<file path="src/rtl/mhc_pkg.sv">
package mhc_pkg;

    typedef enum logic [2:0] {
        MODE_IDLE  = 3'd0,
        MODE_WATER = 3'd1,
        MODE_VENT  = 3'd2,
        MODE_COOL  = 3'd3,
        MODE_ERROR = 3'd4
    } t_mode;

    localparam logic [1:0] CMD_SAMPLE = 2'd0;
    localparam logic [1:0] CMD_TICK   = 2'd1;
    localparam logic [1:0] CMD_ERROR  = 2'd2;

    localparam logic [2:0] REG_DRY_THRESHOLD     = 3'd0;
    localparam logic [2:0] REG_WET_THRESHOLD     = 3'd1;
    localparam logic [2:0] REG_HYSTERESIS_MARGIN = 3'd2;
    localparam logic [2:0] REG_PUMP_TIME_MS      = 3'd3;
    localparam logic [2:0] REG_FAN_TIME_MS       = 3'd4;
    localparam logic [2:0] REG_COOLDOWN_TIME_MS  = 3'd5;

    localparam logic [9:0]  DRY_THRESHOLD_RST     = 10'd700;
    localparam logic [9:0]  WET_THRESHOLD_RST     = 10'd300;
    localparam logic [9:0]  HYSTERESIS_MARGIN_RST = 10'd50;
    localparam logic [31:0] PUMP_TIME_MS_RST      = 32'd10000;
    localparam logic [31:0] FAN_TIME_MS_RST       = 32'd30000;
    localparam logic [31:0] COOLDOWN_TIME_MS_RST  = 32'd60000;

    typedef struct packed {
        logic [1:0] cmd;
        logic [9:0] moisture;
        logic       sensor_healthy;
    } t_in_item;

    typedef struct packed {
        logic [2:0] state_code;
        logic [2:0] prior_state;
        logic       pump_on;
        logic       fan_on;
        logic       state_changed;
    } t_out_item;

    typedef struct packed {
        logic [2:0]  reg_index;
        logic [31:0] wr_data;
    } t_cfg_item;

endpackage

</file>
<file path="src/rtl/mhc_chan_if.sv">
interface mhc_chan_if #(
    parameter type T = logic
);
    logic valid;
    logic ready;
    T     data;

    modport source (output valid, output data, input ready);
    modport sink   (input valid, input data, output ready);
endinterface

</file>
<file path="src/rtl/moisture_hysteresis_cycle_controller.sv">
// Greenhouse moisture controller: idle, watering, venting, cooldown, error.
// Channels (valid/ready, a transfer happens when both are high):
//   i_in  : items of type t_in_item (moisture sample, millisecond tick,
//           error event), one result per item.
//   o_out : results of type t_out_item (state, prior state, relay drives,
//           transition flag).
//   i_cfg : register writes of type t_cfg_item; always ready, write only
//           while no item is in flight.
// Results are registered: in the result register, or in the skid register.
// Throughput: one item per cycle while i_in.ready is high; the state update is
// combinational compares and a 32-bit saturating increment between the mode
// register and the result register.
// Stall: a two-entry output (result register plus skid register) keeps
// i_in.ready high for one more item after o_out.ready drops; i_in.ready
// falls only once both entries hold results.
// Reset: synchronous, active low; state returns to idle, elapsed count to
// zero, registers to their default values, output empty.
module moisture_hysteresis_cycle_controller (
    input  logic           i_clk,
    input  logic           i_rst_n,
    mhc_chan_if.sink       i_in,
    mhc_chan_if.source     o_out,
    mhc_chan_if.sink       i_cfg
);

    logic [9:0]  r_dry_threshold;
    logic [9:0]  r_wet_threshold;
    logic [9:0]  r_hysteresis_margin;
    logic [31:0] r_pump_time_ms;
    logic [31:0] r_fan_time_ms;
    logic [31:0] r_cooldown_time_ms;

    mhc_pkg::t_mode r_mode;
    mhc_pkg::t_mode n_mode;
    mhc_pkg::t_mode r_prev;
    mhc_pkg::t_mode n_prev;
    logic [31:0]    r_elapsed;
    logic [31:0]    n_elapsed;

    mhc_pkg::t_out_item r_out;
    mhc_pkg::t_out_item r_skid;
    mhc_pkg::t_out_item result;
    logic               r_out_valid;
    logic               n_out_valid;
    logic               r_skid_valid;
    logic               n_skid_valid;
    logic               load_out;
    logic               load_skid;
    logic               out_from_skid;

    mhc_pkg::t_in_item in_item;
    logic              in_accept;
    logic              out_taken;
    logic              cfg_accept;
    logic              changed;

    logic [31:0]        elapsed_inc;
    logic signed [10:0] dry_stop;
    logic signed [10:0] moist_s;
    logic [10:0]        wet_stop;

    assign in_item     = i_in.data;
    assign i_in.ready  = !r_skid_valid;
    assign in_accept   = i_in.valid && i_in.ready;
    assign out_taken   = r_out_valid && o_out.ready;
    assign i_cfg.ready = 1'b1;
    assign cfg_accept  = i_cfg.valid;

    assign o_out.valid = r_out_valid;
    assign o_out.data  = r_out;

    always_ff @(posedge i_clk) begin
        if (!i_rst_n) begin
            r_dry_threshold     <= mhc_pkg::DRY_THRESHOLD_RST;
            r_wet_threshold     <= mhc_pkg::WET_THRESHOLD_RST;
            r_hysteresis_margin <= mhc_pkg::HYSTERESIS_MARGIN_RST;
            r_pump_time_ms      <= mhc_pkg::PUMP_TIME_MS_RST;
            r_fan_time_ms       <= mhc_pkg::FAN_TIME_MS_RST;
            r_cooldown_time_ms  <= mhc_pkg::COOLDOWN_TIME_MS_RST;
        end else if (cfg_accept) begin
            unique case (i_cfg.data.reg_index)
                mhc_pkg::REG_DRY_THRESHOLD: begin
                    r_dry_threshold <= i_cfg.data.wr_data[9:0];
                end
                mhc_pkg::REG_WET_THRESHOLD: begin
                    r_wet_threshold <= i_cfg.data.wr_data[9:0];
                end
                mhc_pkg::REG_HYSTERESIS_MARGIN: begin
                    r_hysteresis_margin <= i_cfg.data.wr_data[9:0];
                end
                mhc_pkg::REG_PUMP_TIME_MS: begin
                    r_pump_time_ms <= i_cfg.data.wr_data;
                end
                mhc_pkg::REG_FAN_TIME_MS: begin
                    r_fan_time_ms <= i_cfg.data.wr_data;
                end
                mhc_pkg::REG_COOLDOWN_TIME_MS: begin
                    r_cooldown_time_ms <= i_cfg.data.wr_data;
                end
                default: begin
                end
            endcase
        end
    end

    assign elapsed_inc = (&r_elapsed) ? r_elapsed : r_elapsed + 32'd1;
    assign dry_stop    = $signed({1'b0, r_dry_threshold}) - $signed({1'b0, r_hysteresis_margin});
    assign moist_s     = $signed({1'b0, in_item.moisture});
    assign wet_stop    = {1'b0, r_wet_threshold} + {1'b0, r_hysteresis_margin};

    // next state
    always_comb begin
        n_mode = r_mode;
        case (in_item.cmd)
            mhc_pkg::CMD_SAMPLE: begin
                unique case (r_mode)
                    mhc_pkg::MODE_IDLE: begin
                        if (in_item.moisture >= r_dry_threshold) begin
                            n_mode = mhc_pkg::MODE_WATER;
                        end else if (in_item.moisture <= r_wet_threshold) begin
                            n_mode = mhc_pkg::MODE_VENT;
                        end
                    end
                    mhc_pkg::MODE_WATER: begin
                        if (moist_s < dry_stop) begin
                            n_mode = mhc_pkg::MODE_COOL;
                        end
                    end
                    mhc_pkg::MODE_VENT: begin
                        if ({1'b0, in_item.moisture} > wet_stop) begin
                            n_mode = mhc_pkg::MODE_COOL;
                        end
                    end
                    default: begin
                    end
                endcase
            end
            mhc_pkg::CMD_TICK: begin
                unique case (r_mode)
                    mhc_pkg::MODE_WATER: begin
                        if (elapsed_inc >= r_pump_time_ms) begin
                            n_mode = mhc_pkg::MODE_COOL;
                        end
                    end
                    mhc_pkg::MODE_VENT: begin
                        if (elapsed_inc >= r_fan_time_ms) begin
                            n_mode = mhc_pkg::MODE_COOL;
                        end
                    end
                    mhc_pkg::MODE_COOL: begin
                        if (elapsed_inc >= r_cooldown_time_ms) begin
                            n_mode = mhc_pkg::MODE_IDLE;
                        end
                    end
                    mhc_pkg::MODE_ERROR: begin
                        if (in_item.sensor_healthy) begin
                            n_mode = mhc_pkg::MODE_IDLE;
                        end
                    end
                    default: begin
                    end
                endcase
            end
            mhc_pkg::CMD_ERROR: begin
                n_mode = mhc_pkg::MODE_ERROR;
            end
            default: begin
            end
        endcase
    end

    // outputs of the state update
    always_comb begin
        changed   = (n_mode != r_mode);
        n_prev    = changed ? r_mode : r_prev;
        n_elapsed = r_elapsed;
        if (changed) begin
            n_elapsed = '0;
        end else if (in_item.cmd == mhc_pkg::CMD_TICK) begin
            n_elapsed = elapsed_inc;
        end
        result.state_code    = n_mode;
        result.prior_state   = n_prev;
        result.pump_on       = (n_mode == mhc_pkg::MODE_WATER);
        result.fan_on        = (n_mode == mhc_pkg::MODE_VENT);
        result.state_changed = changed;
    end

    always_ff @(posedge i_clk) begin
        if (!i_rst_n) begin
            r_mode    <= mhc_pkg::MODE_IDLE;
            r_prev    <= mhc_pkg::MODE_IDLE;
            r_elapsed <= '0;
        end else if (in_accept) begin
            r_mode    <= n_mode;
            r_prev    <= n_prev;
            r_elapsed <= n_elapsed;
        end
    end

    // output register and skid steering
    always_comb begin
        n_out_valid   = r_out_valid && !out_taken;
        n_skid_valid  = r_skid_valid;
        load_out      = 1'b0;
        load_skid     = 1'b0;
        out_from_skid = 1'b0;
        if (r_skid_valid) begin
            if (out_taken) begin
                out_from_skid = 1'b1;
                n_out_valid   = 1'b1;
                n_skid_valid  = 1'b0;
            end
        end else if (in_accept) begin
            if (!r_out_valid || out_taken) begin
                load_out    = 1'b1;
                n_out_valid = 1'b1;
            end else begin
                load_skid    = 1'b1;
                n_skid_valid = 1'b1;
            end
        end
    end

    always_ff @(posedge i_clk) begin
        if (!i_rst_n) begin
            r_out_valid  <= 1'b0;
            r_skid_valid <= 1'b0;
        end else begin
            r_out_valid  <= n_out_valid;
            r_skid_valid <= n_skid_valid;
        end
    end

    always_ff @(posedge i_clk) begin
        if (out_from_skid) begin
            r_out <= r_skid;
        end else if (load_out) begin
            r_out <= result;
        end
        if (load_skid) begin
            r_skid <= result;
        end
    end

    a_skid_implies_out: assert property (@(posedge i_clk) disable iff (!i_rst_n)
        r_skid_valid |-> r_out_valid)
        else $error("skid entry held while output register empty");

    a_change_differs: assert property (@(posedge i_clk) disable iff (!i_rst_n)
        (r_out_valid && r_out.state_changed) |-> (r_out.state_code != r_out.prior_state))
        else $error("transition reported with equal state and prior state");

    a_error_event: assert property (@(posedge i_clk) disable iff (!i_rst_n)
        (in_accept && in_item.cmd == mhc_pkg::CMD_ERROR) |=> (r_mode == mhc_pkg::MODE_ERROR))
        else $error("error event did not enter error state");

    a_mode_holds: assert property (@(posedge i_clk) disable iff (!i_rst_n)
        !in_accept |=> ($stable(r_mode) && $stable(r_elapsed)))
        else $error("state moved without an input transfer");

    a_transition_clears: assert property (@(posedge i_clk) disable iff (!i_rst_n)
        (in_accept && changed) |=> (r_elapsed == '0))
        else $error("elapsed count not cleared on transition");

endmodule

</file>
<file path="src/flat_wrapper.sv">
// flat-port wrapper written by rule: the top's interface ports become plain ports
module moisture_hysteresis_cycle_controller_flat 
  (i_clk, i_rst_n, i_in_valid, i_in_data, i_in_ready, o_out_valid, o_out_data, o_out_ready, i_cfg_valid, i_cfg_data, i_cfg_ready);
  mhc_chan_if #(.T(mhc_pkg::t_in_item)) i_in_i ();
  mhc_chan_if #(.T(mhc_pkg::t_out_item)) o_out_i ();
  mhc_chan_if #(.T(mhc_pkg::t_cfg_item)) i_cfg_i ();
  input  logic i_clk;
  input  logic i_rst_n;
  input wire logic [$bits(i_in_i.valid)-1:0] i_in_valid;
  input wire logic [$bits(i_in_i.data)-1:0] i_in_data;
  output wire logic [$bits(i_in_i.ready)-1:0] i_in_ready;
  output wire logic [$bits(o_out_i.valid)-1:0] o_out_valid;
  output wire logic [$bits(o_out_i.data)-1:0] o_out_data;
  input wire logic [$bits(o_out_i.ready)-1:0] o_out_ready;
  input wire logic [$bits(i_cfg_i.valid)-1:0] i_cfg_valid;
  input wire logic [$bits(i_cfg_i.data)-1:0] i_cfg_data;
  output wire logic [$bits(i_cfg_i.ready)-1:0] i_cfg_ready;
  assign i_in_i.valid = i_in_valid;
  assign i_in_i.data = i_in_data;
  assign i_in_ready = i_in_i.ready;
  assign o_out_valid = o_out_i.valid;
  assign o_out_data = o_out_i.data;
  assign o_out_i.ready = o_out_ready;
  assign i_cfg_i.valid = i_cfg_valid;
  assign i_cfg_i.data = i_cfg_data;
  assign i_cfg_ready = i_cfg_i.ready;
  moisture_hysteresis_cycle_controller u_core (.i_clk(i_clk), .i_rst_n(i_rst_n), .i_in(i_in_i), .o_out(o_out_i), .i_cfg(i_cfg_i));
endmodule
</file>
<file path="config.mk">
export PLATFORM = sky130hd
export DESIGN_NAME = moisture_hysteresis_cycle_controller_flat
export DESIGN_NICKNAME = d
export VERILOG_FILES = /design/src/rtl/mhc_pkg.sv /design/src/rtl/mhc_chan_if.sv /design/src/rtl/moisture_hysteresis_cycle_controller.sv /design/src/flat_wrapper.sv
export SDC_FILE = /design/constraint.sdc
export NUM_CORES = 1
export LEC_CHECK = 0
export CAP_MARGIN = 15
export CORE_UTILIZATION = 37
export CTS_CLUSTER_DIAMETER = 100
export DETAILED_ROUTE_END_ITERATION = 10
export DONT_BUFFER_PORTS = 1
export GPL_TIMING_DRIVEN = 1
export PLACE_DENSITY = 0.52
export RECOVER_POWER = 25
export REMOVE_ABC_BUFFERS = 1
export SLEW_MARGIN = 20
export SYNTH_ARGS = -nofsm -noshare
export SYNTH_HDL_FRONTEND = slang
export SYNTH_SLANG_ARGS = --single-unit
export TNS_END_PERCENT = 100
</file>
<file path="constraint.sdc">
create_clock -name i_clk -period 5.4 [get_ports i_clk]
set_clock_uncertainty 0.15 [all_clocks]
set_input_delay 1.62 -clock i_clk [delete_from_list [all_inputs] [get_ports i_clk]]
set_output_delay 1.62 -clock i_clk [all_outputs]
set_load 0.1 [all_outputs]
</file>
==> metrics <==
Psw=0.886 mW; synthesized area per cell=8.02 um^2; Crit path required time=5440 ps; PD cells=240 nW/um^2; Worst path slowest cell=or3_4; layout cell share with drive strength beyond 1=11.5%; Port Buffers=0; initial core utilization=37.7%; DP Cell Count=1860; number of inserted diodes=0; worst setup path class=flip-flop to flip-flop; Post-Place Worst Slack=-75.0 ps; worst skew pair latency=440 ps; vias in the first global route=9710; Crit Reg-Reg Endpoint=u_core.o_out.data[5]$_DFFE_PP_; CP Cell Sequence=and4_4 > and4_4 > nand4b_1 > nand3_2 > nor2_2 > buf_4 > and4_1 > xor2_1 > buf_4 > ha_1 > nand4_1 > nor4_2 > buf_4 > nand3_2 > a31oi_2 > buf_4 > a211oi_2 > a221o_1 > or3_4 > buf_12 > mux2_1 > mux2_2; main combinational cell family by area after synthesis=simple AND/OR/NAND/NOR gates; Core ar.=30700 um^2; Sequential Power Share=47.0%; peak supply drop=0.211 mV; CTS Hold Bufs=0; TritonCTS clock tree=yes; routability cong.=0.857; GRT Overall Usage=20.5%; Setup-failing EPs final=0; first-pass GRT wire length=50700 um; Leak=5.55 nW; via/cell ratio=5.25; FP Rows=64; Worst setup SP type=flip-flop; r2r startpoint=u_core.r_elapsed[22]$_SDFFE_PN0P_; flop2flop setup slack=170 ps; maximum fanout along the worst path=5; total wire length=31700 um; Area growth, synth to finish=14.8%; Worst Hold End=u_core.r_prev[0]$_SDFFE_PN0P_; clk buf depth=2; Worst path max stage delay=420 ps; FMAX=0.191 GHz; failing checks=capacitance limit, slew limit; Setup WS post-layout=174 ps; Sw Ratio=27.8%; Rel. slew slack=-40.1%; compound-gate portion of the synthesized area=18.3%; cts bufs inserted=17; mux share of post-synthesis cell area=1.45%; largest net degree at the start of global routing=62; clk slew on worst S/H paths=70 ps; register area share after synthesis=33.4%; synthesis-stage register bit count=184; via count=9965; Synth Flop Type=dfxtp_1; EDFF count, synth=18; adder-cell share of the synthesized area=17.2%; DR WL/cell=16.7 um; ys async rst share=0%; Top cell by count, worst path=buf_4; synth unique cells=69; die height=179 um; HPWL after detailed placement=23400 um; Tmin final=5230 ps; hold crit path type=flip-flop to flip-flop; arrival time at the worst endpoint=5260 ps; post-layout util=43.3%; # IOs=65; initial antenna violation count=0; # fillers=3107; final std cells w/o fill=1898; final hold vios=0; total gr overflow=0; crit path capture type=flip-flop; Int Pwr=2.30 mW; min-delay src=u_core.r_prev[0]$_SDFFE_PN0P_; Reg2Reg Depth=22; post-synthesis cell area=11600 um^2; clock sink count=184; Die X-Extent=179 um; H-Tree Level Count=4; Post-Syn Instances=1443; run status=finished with violations; die area=32000 um^2; antenna-violating nets left=0; Initial DRT Pass Iterations=5; simple-gate share of the synthesized area=19.9%; final slew viol count=55; Synthesis Warnings=0; nets@finish=1700; Worst Max-Slew Pin Slew=2100 ps; part of the cycle the worst path needs=96.8%; Setup TNS Final=0 ps; Detailed Route Iter0 Violations=546; Max-cap violations=2; Clk pwr share=40.4%; Clock Tree Root=clkbuf_16; xor-xnor portion of the synthesized cell area=3.03%; Hold Crit Depth=2; detailed-route DRC error count=0; Logic pwr share=12.6%
-- through the flow --
stage	cell area, um^2	hold slack (ps)	power (mW)
after floorplan	11300	274	1.77
after CTS	13100	304	3.21
after detailed placement	12500	292	1.91
after global placement	12500	290	1.91
final	13300	301	3.18
after global routing	13300	321	3.33
-- power by group through the flow --
stage	sequential, mW	clock (mW)	combinational (mW)
6_report	1.50	1.29	0.400
5_1_grt	1.50	1.38	0.447
4_1_cts	1.50	1.32	0.388
3_5_place_dp	1.53	0	0.384
3_3_place_gp	1.53	0	0.380
2_1_floorplan	1.52	0	0.246
-- worst max path at each step --
stage                                                  from                                end  depth (start not counted)
after floorplan            u_core.r_elapsed[0]$_SDFFE_PN0P_   u_core.r_elapsed[0]$_SDFFE_PN0P_                         20
after global placement    u_core.r_elapsed[23]$_SDFFE_PN0P_  u_core.r_elapsed[31]$_SDFFE_PN0P_                         21
after detailed placement  u_core.r_elapsed[23]$_SDFFE_PN0P_  u_core.r_elapsed[31]$_SDFFE_PN0P_                         21
after CTS                 u_core.r_elapsed[23]$_SDFFE_PN0P_  u_core.r_elapsed[31]$_SDFFE_PN0P_                         21
after global routing      u_core.r_elapsed[13]$_SDFFE_PN0P_  u_core.r_elapsed[31]$_SDFFE_PN0P_                         22
final                     u_core.r_elapsed[22]$_SDFFE_PN0P_     u_core.o_out.data[5]$_DFFE_PP_                         22
-- registers in the layout (all words and copies together) (netlist names), 9 cells and up --
| register | cells |
|---|---|
| u_core.o_out.data | 9 |
| u_core.r_cooldown_time_ms | 32 |
| u_core.r_dry_threshold | 10 |
| u_core.r_elapsed | 32 |
| u_core.r_fan_time_ms | 32 |
| u_core.r_hysteresis_margin | 10 |
| u_core.r_pump_time_ms | 32 |
| u_core.r_skid | 9 |
| u_core.r_wet_threshold | 10 |
-- cell usage in the layout (no fill, tap or decap), types with 11 or more instances in the layout --
cell	n
nand2_1	298
a32o_1	18
edfxtp_1	18
o211ai_1	35
a21o_1	19
a21oi_1	166
nand2b_1	20
nand3_1	29
mux2_2	11
o21ai_0	38
inv_1	142
nand4_1	27
xnor2_1	21
a211oi_1	11
nor2b_1	11
xor2_1	17
ha_1	155
nor2_1	43
clkbuf_16	17
dfxtp_1	158
buf_4	78
-- final cells by class --
class / instances / area, um^2 / share of cell area (%)
clock buffers: 20 / 458 / 3.45
clock inverters: 12 / 141 / 1.07
inverters: 144 / 542 / 4.08
multi-input cells: 1057 / 7120 / 53.6
flip-flops and latches: 184 / 3870 / 29.2
well taps: 396 / 495 / 3.73
repair buffers: 85 / 644 / 4.85
-- cells by family (layout without fill, tap and decap cells) --
| group | after synthesis | after routing |
|---|---|---|
| buf+inv | 202 | 261 |
| flops | 184 | 184 |
| mux | 15 | 15 |
| simple gates | 504 | 504 |
| fa+ha+maj | 158 | 158 |
| other cells | 1 | 1 |
| xor+xnor | 40 | 40 |
| compound gates | 339 | 339 |
-- critical path: cells and delay by family, from the launching register on --
| family | cells | cell delay (ps) |
|---|---|---|
| flops | 1 | 340 |
| simple gates | 10 | 2100 |
| fa+ha+maj | 1 | 310 |
| mux | 2 | 580 |
| buf+inv | 5 | 760 |
| xor+xnor | 1 | 160 |
| compound gates | 3 | 570 |
-- synth_stat cells (4+ instances only) --
master,instances,area share (%)
nand2_1,298,9.7
a21oi_1,168,7.3
dfxtp_1,166,29
ha_1,156,17
inv_1,142,4.6
clkbuf_1,49,1.6
nor2_1,47,1.5
o21ai_0,39,1.7
o211ai_1,35,2.3
nand3_1,34,1.5
nand4_1,27,1.5
xnor2_1,22,1.7
nand2b_1,20,1.1
a21o_1,19,1.2
a32o_1,18,1.6
edfxtp_1,18,4.7
xor2_1,18,1.4
a211oi_1,13,0.84
and3_1,12,0.65
nor3_1,12,0.52
mux2_2,11,1.1
nor2b_1,11,0.60
and4_1,8,0.61
o21a_1,8,0.52
nor4_1,7,0.38
or3_1,6,0.32
and2_1,5,0.27
buf_1,4,0.13
o21ai_1,4,0.17
-- routing by layer --
layer | vias up | global-route usage, % | share of wire, %
met5 | - | 0 | 0
met4 | 0 | 5.69 | 1.3
met3 | 19 | 3.48 | 3.6
met2 | 131 | 34.8 | 48
met1 | 4726 | 26.5 | 47
li1 | 5089 | - | -
-- what timing repair did --
| action | CTS | global route |
|---|---|---|
| gates resized for setup | 3 | 38 |
| buffers inserted | 0 | 5 |
| endpoints found under the setup margin | 4 | 12 |
| pin swaps | 1 | 16 |
Note: power is estimated with default switching activity, not from simulation.
